### src/rtl/pva_pkg.sv
// Package for the polyphonic voice allocator.
// Holds opcodes, sequencer states, field widths and the note map request type.
// No dependencies.
package pva_pkg;

    localparam int VOICE_COUNT_DEF = 24;
    localparam int OP_W            = 2;
    localparam int NOTE_W          = 7;
    localparam int VEL_W           = 7;
    localparam int FIN_W           = 5;
    localparam int IDX_W           = 5;
    localparam int MASK_W          = 24;
    localparam int NOTE_DEPTH      = 1 << NOTE_W;

    typedef enum logic [OP_W-1:0] {
        OP_NOTE_ON  = 2'd0,
        OP_NOTE_OFF = 2'd1,
        OP_VOICE_FIN = 2'd2,
        OP_FREE_ALL = 2'd3
    } t_opcode;

    typedef enum logic [1:0] {
        S_IDLE,
        S_RD,
        S_CLR
    } t_state;

    typedef struct packed {
        logic              rd_en;
        logic [NOTE_W-1:0] rd_addr;
        logic              wr_en;
        logic [NOTE_W-1:0] wr_addr;
    } t_map_req;

endpackage

### src/rtl/polyphonic_voice_allocator.sv
// Polyphonic voice allocator, top level: sequencer, active/gate masks, voice note store.
// Depends on pva_pkg and pva_note_map.
//
//   channel  | handshake              | fields
//   ---------+------------------------+-------------------------------------------------
//   command  | start, busy            | i_opcode, i_note_number, i_note_velocity,
//            |                        | i_finished_voice
//   result   | o_valid (one cycle)    | o_allocated, o_dropped, o_voice_index,
//            |                        | o_start_note, o_start_velocity, o_gate_off_mask,
//            |                        | o_active_mask
//
// Each item has a note map read, issued when it is accepted, then an update state that
// registers the result. A voice finished item on an active voice adds a clear state that
// removes that voice from its note's row, a second read-modify-write on the single note map port.
// The result strobe is registered from the update cycle, so it rises in the clear cycle if any.
// Synchronous reset clears masks, note map valid bits and the sequencer; no sweep.
// The receiver cannot stall; busy holds off new items while one is in flight.
module polyphonic_voice_allocator #(
    parameter int VOICE_COUNT = pva_pkg::VOICE_COUNT_DEF
) (
    input  logic                         i_clk,
    input  logic                         i_rst_n,
    input  logic                         start,
    output logic                         busy,
    input  logic [pva_pkg::OP_W-1:0]     i_opcode,
    input  logic [pva_pkg::NOTE_W-1:0]   i_note_number,
    input  logic [pva_pkg::VEL_W-1:0]    i_note_velocity,
    input  logic [pva_pkg::FIN_W-1:0]    i_finished_voice,
    output logic                         o_valid,
    output logic                         o_allocated,
    output logic                         o_dropped,
    output logic [pva_pkg::IDX_W-1:0]    o_voice_index,
    output logic [pva_pkg::NOTE_W-1:0]   o_start_note,
    output logic [pva_pkg::VEL_W-1:0]    o_start_velocity,
    output logic [pva_pkg::MASK_W-1:0]   o_gate_off_mask,
    output logic [pva_pkg::MASK_W-1:0]   o_active_mask
);

    localparam int VW = (VOICE_COUNT > 1) ? $clog2(VOICE_COUNT) : 1;

    pva_pkg::t_state  r_state, n_state;
    pva_pkg::t_map_req map_req;

    logic [VOICE_COUNT-1:0] r_active, n_active;
    logic [VOICE_COUNT-1:0] r_gate, n_gate;
    logic [VOICE_COUNT-1:0] map_wr_data, map_rd_data;

    // item registers
    pva_pkg::t_opcode            r_op;
    logic [pva_pkg::NOTE_W-1:0]  r_note;
    logic [pva_pkg::VEL_W-1:0]   r_vel;
    logic [VW-1:0]               r_fin_idx;
    logic                        r_fin_ok;

    // voice note store
    logic [pva_pkg::NOTE_W-1:0]  r_vnote_mem [VOICE_COUNT];
    logic [pva_pkg::NOTE_W-1:0]  r_vnote_q;
    logic                        vnote_wr;

    logic                        accept;
    logic [VW+pva_pkg::FIN_W-1:0] fin_pad;
    logic [VW-1:0]               fin_idx;
    logic                        fin_ok;
    logic                        free_found;
    logic [VW-1:0]               free_idx;
    logic [VOICE_COUNT-1:0]      free_bit, fin_bit;
    logic                        fin_live;

    logic                        r_valid, n_valid;
    logic                        r_alloc, n_alloc;
    logic                        r_drop, n_drop;
    logic [VW-1:0]               r_vidx, n_vidx;
    logic [pva_pkg::NOTE_W-1:0]  r_snote, n_snote;
    logic [pva_pkg::VEL_W-1:0]   r_svel, n_svel;
    logic [VOICE_COUNT-1:0]      r_goff, n_goff;

    logic [VOICE_COUNT+pva_pkg::MASK_W-1:0] goff_pad, act_pad;
    logic [VW+pva_pkg::IDX_W-1:0]           vidx_pad;

    assign busy    = (r_state != pva_pkg::S_IDLE);
    assign accept  = start && !busy;
    assign fin_pad = {{VW{1'b0}}, i_finished_voice};
    assign fin_idx = fin_pad[VW-1:0];
    assign fin_ok  = (32'(i_finished_voice) < 32'(VOICE_COUNT));

    // lowest inactive voice
    always_comb begin
        free_found = 1'b0;
        free_idx   = '0;
        for (int i = VOICE_COUNT - 1; i >= 0; i--) begin
            if (!r_active[i]) begin
                free_found = 1'b1;
                free_idx   = VW'(i);
            end
        end
    end

    assign free_bit = {{(VOICE_COUNT-1){1'b0}}, 1'b1} << free_idx;
    assign fin_bit  = {{(VOICE_COUNT-1){1'b0}}, 1'b1} << r_fin_idx;
    assign fin_live = r_fin_ok && r_active[r_fin_idx];

    always_ff @(posedge i_clk) begin
        if (accept) begin
            r_op      <= pva_pkg::t_opcode'(i_opcode);
            r_note    <= i_note_number;
            r_vel     <= i_note_velocity;
            r_fin_idx <= fin_idx;
            r_fin_ok  <= fin_ok;
        end
    end

    always_ff @(posedge i_clk) begin
        if (vnote_wr) begin
            r_vnote_mem[free_idx] <= r_note;
        end
        if (accept && fin_ok) begin
            r_vnote_q <= r_vnote_mem[fin_idx];
        end
    end

    pva_note_map #(
        .VOICE_COUNT(VOICE_COUNT)
    ) u_note_map (
        .i_clk     (i_clk),
        .i_rst_n   (i_rst_n),
        .i_req     (map_req),
        .i_wr_data (map_wr_data),
        .o_rd_data (map_rd_data)
    );

    always_comb begin
        n_state = r_state;
        unique case (r_state)
            pva_pkg::S_IDLE: begin
                if (start) n_state = pva_pkg::S_RD;
            end
            pva_pkg::S_RD: begin
                if (r_op == pva_pkg::OP_VOICE_FIN && fin_live) n_state = pva_pkg::S_CLR;
                else n_state = pva_pkg::S_IDLE;
            end
            pva_pkg::S_CLR: n_state = pva_pkg::S_IDLE;
            default: n_state = pva_pkg::S_IDLE;
        endcase
    end

    always_comb begin
        n_active        = r_active;
        n_gate          = r_gate;
        n_valid         = 1'b0;
        n_alloc         = 1'b0;
        n_drop          = 1'b0;
        n_vidx          = '0;
        n_snote         = '0;
        n_svel          = '0;
        n_goff          = '0;
        vnote_wr        = 1'b0;
        map_wr_data     = '0;
        map_req.rd_en   = 1'b0;
        map_req.rd_addr = i_note_number;
        map_req.wr_en   = 1'b0;
        map_req.wr_addr = r_note;
        unique case (r_state)
            pva_pkg::S_IDLE: begin
                map_req.rd_en = start;
            end
            pva_pkg::S_RD: begin
                n_valid = 1'b1;
                priority if (r_op == pva_pkg::OP_NOTE_ON && r_vel != '0) begin
                    if (free_found) begin
                        n_alloc       = 1'b1;
                        n_vidx        = free_idx;
                        n_snote       = r_note;
                        n_svel        = r_vel;
                        n_active      = r_active | free_bit;
                        n_gate        = r_gate | free_bit;
                        vnote_wr      = 1'b1;
                        map_req.wr_en = 1'b1;
                        map_wr_data   = map_rd_data | free_bit;
                    end else begin
                        n_drop = 1'b1;
                    end
                end else if (r_op == pva_pkg::OP_NOTE_ON || r_op == pva_pkg::OP_NOTE_OFF) begin
                    n_goff = map_rd_data & r_gate;
                    n_gate = r_gate & ~map_rd_data;
                end else if (r_op == pva_pkg::OP_VOICE_FIN) begin
                    if (fin_live) begin
                        n_active        = r_active & ~fin_bit;
                        map_req.rd_en   = 1'b1;
                        map_req.rd_addr = r_vnote_q;
                    end
                end else begin
                    n_goff = r_gate;
                    n_gate = '0;
                end
            end
            pva_pkg::S_CLR: begin
                map_req.wr_en   = 1'b1;
                map_req.wr_addr = r_vnote_q;
                map_wr_data     = map_rd_data & ~fin_bit;
            end
            default: begin
                n_valid = 1'b0;
            end
        endcase
    end

    always_ff @(posedge i_clk) begin
        if (!i_rst_n) begin
            r_state  <= pva_pkg::S_IDLE;
            r_active <= '0;
            r_gate   <= '0;
            r_valid  <= 1'b0;
        end else begin
            r_state  <= n_state;
            r_active <= n_active;
            r_gate   <= n_gate;
            r_valid  <= n_valid;
        end
    end

    always_ff @(posedge i_clk) begin
        if (r_state == pva_pkg::S_RD) begin
            r_alloc <= n_alloc;
            r_drop  <= n_drop;
            r_vidx  <= n_vidx;
            r_snote <= n_snote;
            r_svel  <= n_svel;
            r_goff  <= n_goff;
        end
    end

    assign goff_pad = {{pva_pkg::MASK_W{1'b0}}, r_goff};
    assign act_pad  = {{pva_pkg::MASK_W{1'b0}}, r_active};
    assign vidx_pad = {{pva_pkg::IDX_W{1'b0}}, r_vidx};

    assign o_valid          = r_valid;
    assign o_allocated      = r_alloc;
    assign o_dropped        = r_drop;
    assign o_voice_index    = vidx_pad[pva_pkg::IDX_W-1:0];
    assign o_start_note     = r_snote;
    assign o_start_velocity = r_svel;
    assign o_gate_off_mask  = goff_pad[pva_pkg::MASK_W-1:0];
    assign o_active_mask    = act_pad[pva_pkg::MASK_W-1:0];

    a_valid_after_rd: assert property (@(posedge i_clk) disable iff (!i_rst_n)
        o_valid |-> $past(r_state == pva_pkg::S_RD))
        else $error("result strobe without update cycle");

    a_alloc_excl: assert property (@(posedge i_clk) disable iff (!i_rst_n)
        o_valid |-> !(o_allocated && o_dropped))
        else $error("allocated and dropped together");

    a_alloc_no_goff: assert property (@(posedge i_clk) disable iff (!i_rst_n)
        (o_valid && o_allocated) |-> (o_gate_off_mask == '0))
        else $error("gate cleared on allocation");

    a_accept_busy: assert property (@(posedge i_clk) disable iff (!i_rst_n)
        (start && !busy) |=> busy)
        else $error("accepted item did not raise busy");

endmodule

### src/rtl/pva_note_map.sv
// Note map: one row per note number, one bit per voice holding that note.
// Synchronous memory with a registered read and per-row valid bits.
// Depends on pva_pkg.
module pva_note_map #(
    parameter int VOICE_COUNT = pva_pkg::VOICE_COUNT_DEF
) (
    input  logic                  i_clk,
    input  logic                  i_rst_n,
    input  pva_pkg::t_map_req     i_req,
    input  logic [VOICE_COUNT-1:0] i_wr_data,
    output logic [VOICE_COUNT-1:0] o_rd_data
);

    logic [VOICE_COUNT-1:0]         r_mem [pva_pkg::NOTE_DEPTH];
    logic [pva_pkg::NOTE_DEPTH-1:0] r_vld;
    logic [VOICE_COUNT-1:0]         r_q;
    logic                           r_q_vld;

    always_ff @(posedge i_clk) begin
        if (i_req.wr_en) begin
            r_mem[i_req.wr_addr] <= i_wr_data;
        end
        if (i_req.rd_en) begin
            r_q <= r_mem[i_req.rd_addr];
        end
    end

    always_ff @(posedge i_clk) begin
        if (!i_rst_n) begin
            r_vld   <= '0;
            r_q_vld <= 1'b0;
        end else begin
            if (i_req.wr_en) begin
                r_vld[i_req.wr_addr] <= 1'b1;
            end
            if (i_req.rd_en) begin
                r_q_vld <= r_vld[i_req.rd_addr];
            end
        end
    end

    assign o_rd_data = r_q_vld ? r_q : '0;

endmodule

### config.mk
export PLATFORM = sky130hd
export DESIGN_NAME = polyphonic_voice_allocator
export DESIGN_NICKNAME = d
export VERILOG_FILES = /design/src/rtl/pva_pkg.sv /design/src/rtl/polyphonic_voice_allocator.sv /design/src/rtl/pva_note_map.sv
export SDC_FILE = /design/constraint.sdc
export NUM_CORES = 2
export LEC_CHECK = 0
export ABC_CLOCK_PERIOD_IN_PS = 12100
export CAP_MARGIN = 40
export CELL_PAD_IN_SITES_DETAIL_PLACEMENT = 0
export CELL_PAD_IN_SITES_GLOBAL_PLACEMENT = 1
export CORE_MARGIN = 5
export CORE_UTILIZATION = 45
export CTS_BUF_LIST = sky130_fd_sc_hd__clkbuf_8
export CTS_CLUSTER_DIAMETER = 30
export DETAILED_ROUTE_END_ITERATION = 8
export DONT_BUFFER_PORTS = 1
export PLACE_DENSITY_LB_ADDON = 0.1
export SLEW_MARGIN = 20
export SYNTH_ARGS = -nofsm -noshare
export SYNTH_HDL_FRONTEND = slang
export SYNTH_SLANG_ARGS = --single-unit
### constraint.sdc
create_clock -name i_clk -period 12.1 [get_ports i_clk]
set_input_delay 1.21 -clock i_clk [delete_from_list [all_inputs] [get_ports i_clk]]
set_output_delay 1.21 -clock i_clk [all_outputs]
set_load 0.005 [all_outputs]
### Yosys cells after proc, flatten, opt, wreduce, memory -nomap -nowiden

Memories as Yosys holds them, arrays and structs flattened. A register that Yosys moved wholly into a read port is not among the register bits.
Cells that the tools add are included.

* memory bits (writable): 3240
* input bits: 24
* memories kept: 2
* register bits: 247

Memories
* u_note_map.r_mem: depth 128, bits a word 24, read ports 1, clocked after Yosys merged registers in 1, write ports 1, line pva_note_map.sv:14 `logic [VOICE_COUNT-1:0] r_mem [pva_pkg::NOTE_DEPTH];`
* r_vnote_mem: depth 24, bits a word 7, read ports 1, clocked after Yosys merged registers in 1, write ports 1, line polyphonic_voice_allocator.sv:56 `logic [pva_pkg::NOTE_W-1:0] r_vnote_mem [VOICE_COUNT];`

* shifts and indexed selects: 2
* magnitude comparators: 5
* bitwise operators: 10
* eq/ne operators: 8
* reductions and logical operators: 17
* multiplexer cells: 89

Operators by type and width (number)
* two-way mux 24 bit: 14
* bitwise OR 128 bit: 1
* two-way mux 5 bit: 24
* AND 24 bit: 4
* bitwise OR 24 bit: 3
* NOT 24 bit: 2
* case mux 24 bit (2 select lines): 1
* << shifter 1 x 5 -> 24 bit (first input constant): 2
* two-way mux 1 bit: 36
* two-way mux 8 bit: 4
* < comparator 7 x 8 -> 1 bit (second input constant): 2
* two-way mux 7 bit: 2
* binary-select mux 1 bit (select 7 bit): 1
* demux 1 bit (select 7 bit): 1
* greater-or-equal comparator 7 x 1 -> 1 bit (second input constant): 1
* nonzero test 7 bit: 1
* logical AND 1 bit: 6
* < comparator 5 x 6 -> 1 bit (second input constant): 1
* inequality test 2 bit (second input constant): 3
* nonzero test 2 bit: 3
* binary-select mux 1 bit (select 5 bit): 1
* < comparator 5 bit (second input constant): 1
* AND reduction 5 bit: 1
* == test 2 x 1 -> 1 bit (second input constant): 2
* other kinds (10): 14

### Longest topological paths before layout

* depth after elaboration: 29
* mapped depth: 18
* depth with buffers taken out: 14

### Cells and area by module

A second synthesis with hierarchy kept.

* cell total of the unflattened synthesis: 5996
* area, all modules: 134781.8 um^2

Modules (own cells, without submodules)
* pva_note_map: seq. area each 95551.6 um^2, area each 122318.6 um^2, instances 1, cells each 5160
* polyphonic_voice_allocator: seq. area each 8287.9 um^2, area each 12463.2 um^2, instances 1, cells each 836

### Worst setup path before layout

OpenSTA, ideal clock, no wires.

* kind: reg2reg
* from: reg r_state[1]
* to: mem u_note_map.r_mem[0][19] (netlist bit) (data pin)
* required time: 10.870 ns
* data arrival time: 8.348 ns
* clock period less this slack: 9.578 ns
* path slack: 2.522 ns
* setup time: 1.230 ns
* stages on the path, launching flop included: 11
* cells stage by stage: dfxtp_1 > inv_1 > ha_1 > and2_1 > clkbuf_1 > and2_1 > clkbuf_1 > o211ai_1 > clkbuf_1 > or2_2 > a211oi_1

* word-level cells in the longest chain between the ends: 2

Ends and longest elaborated chain
* start, declared: line polyphonic_voice_allocator.sv:41 `pva_pkg::t_state r_state, n_state;`
* start signal, assigned: line polyphonic_voice_allocator.sv:209 `r_state <= pva_pkg::S_IDLE;`
* start signal, assigned: line polyphonic_voice_allocator.sv:214 `r_state <= n_state;`
* == test 2 bit or == test 2 x 1 -> 1 bit (tied branches): line polyphonic_voice_allocator.sv:162 `unique case (r_state)`
* case mux 24 bit (2 select lines) (*): line polyphonic_voice_allocator.sv:162
* net map_wr_data[19]: line polyphonic_voice_allocator.sv:46 `logic [VOICE_COUNT-1:0] map_wr_data, map_rd_data;`
* end, declared: line pva_note_map.sv:14

The timed path passes the listed nets; every way through them passes the cells marked *.

### Worst setup path in the final report

* from: reg r_state[1]
* to: reg u_note_map.r_q[18] (read register of u_note_map.r_mem) (data pin)

* word-level cells in the longest chain between the ends: 2

Ends and longest elaborated chain
* == test 2 x 1 -> 1 bit or zero test 2 bit (tied branches): line polyphonic_voice_allocator.sv:162
* case mux 1 bit (2 select lines) or two-way mux 7 bit (tied branches): line polyphonic_voice_allocator.sv:162
* end, declared: line pva_note_map.sv:16 `logic [VOICE_COUNT-1:0] r_q;`

Parallel ways exist; a longest one is shown, timed or not.
A chain may end at the register's enable or synchronous reset.

==> impl_metrics.csv <==
group,metric,value,unit
run_status,status,"completed",
logic_synthesis,synth-main-ff-cell,"edfxtp_1",
clocking,cts_buffer_depth,4,
critical_path,cp_slowest_cell,"a21oi_1",
critical_path,r2r_cells,20,
critical_path,endpoint,"u_note_map.r_q[18]",
timing,max_slew.worst_pin.slew,1150,ps
route,first_pass_iters,7,
layout,final_common_cell,"edfxtp_1",
route,drc,0,
layout,final_layout_size_suffix_gt1_share,15.4,%
critical_path,crit_chain,"inv_1 > ha_2 > buf_4 > nor2b_1 > nand2_1 > o21ai_0 > o21ai_0 > nor3_4 > buf_12 > buf_12 > buf_4 > buf_4 > nand2_1 > and3_1 > a311oi_1 > a311oi_1 > a21oi_1 > a22oi_1 > buf_4 > nand4_1",
power_and_ir_drop,leakagePower,55.4,nW
die,start_util,45.1,%
logic_synthesis,synth_cell_types,64,
route,drtIter0Drc,10600,
timing,setup_viol,0,
critical_path,startpoint,"r_state[1]",
global_route,grt_first_pass_wirelength,646000,µm
clocking,clk_latency,1220,ps
critical_path,cp.buffers_inverters,7,
placement,dp_hpwl,252000,µm
critical_path,cp.depth,20,
timing,min_period,7200,ps
timing,fin_crit_sh,59.5,%
die,fp.dieW,568,µm
route,wire_per_inst,28.8,µm
critical_path,crit_required,13130,ps
timing,maxSlewHeadroom,23.6,%
route,ant_nets,0,
timing,hold_violations,0,
critical_path,ff2ff_setup_slack,4900,ps
critical_path,reg2reg_from,"r_state[1]",
logic_synthesis,synth-warning-count,0,
logic_synthesis,synth_edf_count,3338,
critical_path,startpoint_type,"flop",
global_route,grt_max_degree,184,
timing,fmax,139,MHz
timing,rsz0062_at_grt,"no",
timing,skew,89.0,ps
layout,final_cell_mix,"edfxtp_1 (3338), nand2_1 (3288), nand3_1 (761), clkbuf_8 (759), a311oi_1 (666)",
die,die_y,568,µm
timing,worst_slack,4900,ps
power_and_ir_drop,powerDensity,174,nW/µm²
route,wirelength,454000,µm
layout,fin_nets,11100,
logic_synthesis,syn_area_per_cell,13.2,µm²
critical_path,crit_fanout,132,
logic_synthesis,syn_inst,10600,
power_and_ir_drop,totalPowerFinal,28.3,mW
logic_synthesis,async_reset_ff_share,0,%
route,vias,93100,
run,maxCapViolations,0,
placement,gp_congestion,0.866,
critical_path,r2r-end,"u_note_map.r_q[18]",
global_route,grt-ovfl-total,0,
global_route,track_usage,27.3,%
clocking,cts-buffers-inserted,729,
hold_path,hold_class,"in2reg",
critical_path,crit_top_cell,"buf_4",
layout,fill_cells,26300,
critical_path,cp_data_arrival_time,8230,ps
placement,port_buffers,0,
logic_synthesis,syn-num-nets,10600,
critical_path,path_delay_family,"buffers and inverters",
clocking,cts_tree,"yes",
logic_synthesis,synth-seq-cells,3518,
clocking,cts-root-buf,"clkbuf_8",
clocking,cts_resized,0,
placement,pre_cts_slack,4880,ps
timing,timing.setup.tns,0,ps
route,via_per_inst,5.90,
timing,whs,120,ps
global_route,antenna_found_initial,31,
die,rows,205,
clocking,h-tree-depth,6,
clocking,clk_pin_slew,60,ps
logic_synthesis,ys_seq_area_share,74.1,%
global_route,grt_pass1_vias,88400,
critical_path,critical_path.max_stage_delay,750,ps
die,die_area,323000,µm²
critical_path,end_kind,"flop",
layout,syn_to_final_growth,16.1,%
logic_synthesis,synthesis.area,140000,µm²
power_and_ir_drop,ir_worst_vdd,0.118,mV
die,boundaryPins,95,
clocking,clock-sinks,3518,
die,core_area,311000,µm²
critical_path,worstSetupPathType,"reg2reg",
timing,drv_slew,0,
[metrics by stage]
stage | instance area (µm²) | std cells | utilization (%)
finish | 163000 | 15800 | 52.3
floorplan | 140000 | 10600 | -
detailed placement | 146000 | 14400 | 47.1
global route | 163000 | 15800 | 52.3
global placement | 145000 | 14300 | 46.7
CTS | 162000 | 15800 | 52.2
[worst min path at each step]
stage                              start                    to  depth (start not counted)
floorplan            u_note_map.r_vld[0]   u_note_map.r_vld[0]                          1
global placement    u_note_map.r_vld[22]  u_note_map.r_vld[22]                          1
detailed placement  u_note_map.r_vld[17]  u_note_map.r_vld[17]                          1
CTS                     i_note_number[6]             r_note[6]                          0
global route            i_note_number[6]             r_note[6]                          0
finish                  i_note_number[6]             r_note[6]                          0
[sequential cells by signal, summed over array words and instances, names as in the netlist, 24 cells and up]
signal,flops
r_vnote_mem,168
r_gate,24
o_active_mask,24
u_note_map.r_mem,3072
u_note_map.r_q,24
u_note_map.r_vld,128
o_gate_off_mask,24
[per-layer routing]
metal	global-route usage [%]	part of all wire (%)	wire, µm
met4	8.63	3.1	14200
met1	39.9	44	198000
met3	4.82	8.0	36200
met2	41.8	45	206000
met5	0	0.013	59
[timing repair]
action	4_1_cts	5_1_grt
buffers inserted	0	0
endpoints found under the hold margin	11	0
hold buffers	11	0
[logic make-up (layout without fill, tap and decap cells)]
group | after synthesis | count (layout) | share of synthesized area, %
flip-flops | 3518 | 3518 | 74.1
AND/OR/NAND/NOR | 4885 | 4885 | 14.9
adder cells (fa/ha/maj) | 3 | 3 | 0.0268
multiplexers | 71 | 71 | 0.982
AO/OA/AOI/OAI | 1351 | 1351 | 7.33
buffers and inverters | 785 | 1810 | 2.66
other | 0 | 12 | 0
[cell type report]
type                            instances  area, µm²  share of cell area (%)
Inverter                               38        143                  0.0876
Sequential cell                      3518     104000                    63.8
Tap cell                             4140       5180                    3.18
Clock buffer                          759      10400                    6.42
Antenna cell                           12       30.0                  0.0184
Multi-Input combinational cell       6310      33700                    20.7
Timing Repair Buffer                  433       4190                    2.57
Clock inverter                        580       5220                    3.21
[where the power goes]
part / switching [mW] / total (mW) / internal, mW
registers: 0.0418 / 13.2 / 13.2
logic: 1.28 / 1.81 / 0.525
clock network: 5.45 / 13.2 / 7.76
[worst register-to-register path, delay by kind of cell, from the launching register on]
| family | cells | cell delay, ps |
|---|---|---|
| flip-flops | 1 | 310 |
| AND/OR/NAND/NOR | 6 | 1450 |
| AO/OA/AOI/OAI | 6 | 1770 |
| buffers and inverters | 7 | 3340 |
| adder cells (fa/ha/maj) | 1 | 170 |
[cell usage after synthesis (4+ instances only)]
cell type  number  share of area (%)
edfxtp_1     3338                 72
nand2_1      3296                8.8
nand3_1       762                2.7
a311oi_1      676                4.2
and3_1        437                2.0
clkbuf_1      316               0.85
buf_2         297                1.1
nor2_1        181               0.48
dfxtp_1       180                2.6
a21oi_1       148               0.53
o21a_1        136               0.73
a31oi_1       123               0.55
o21ai_0       104               0.37
buf_1          64               0.17
mux4_2         51               0.82
nor3_1         51               0.18
a211oi_1       41               0.22
buf_6          41               0.33
inv_1          38               0.10
nand4_1        30               0.13
buf_4          29               0.16
a21boi_0       28               0.15
nor3b_1        27               0.14
and2_1         26               0.12
o211ai_1       26               0.14
nor4_1         25               0.11
a22oi_1        19               0.10
a221oi_1       16               0.10
nand2b_1       16              0.071
mux2i_1        15               0.11
or3_1          10              0.045
nor2b_1         8              0.036
and4b_1         6              0.043
o41ai_1         6              0.037
or2_2           4              0.018
Note: power is estimated with default switching activity, not from simulation.
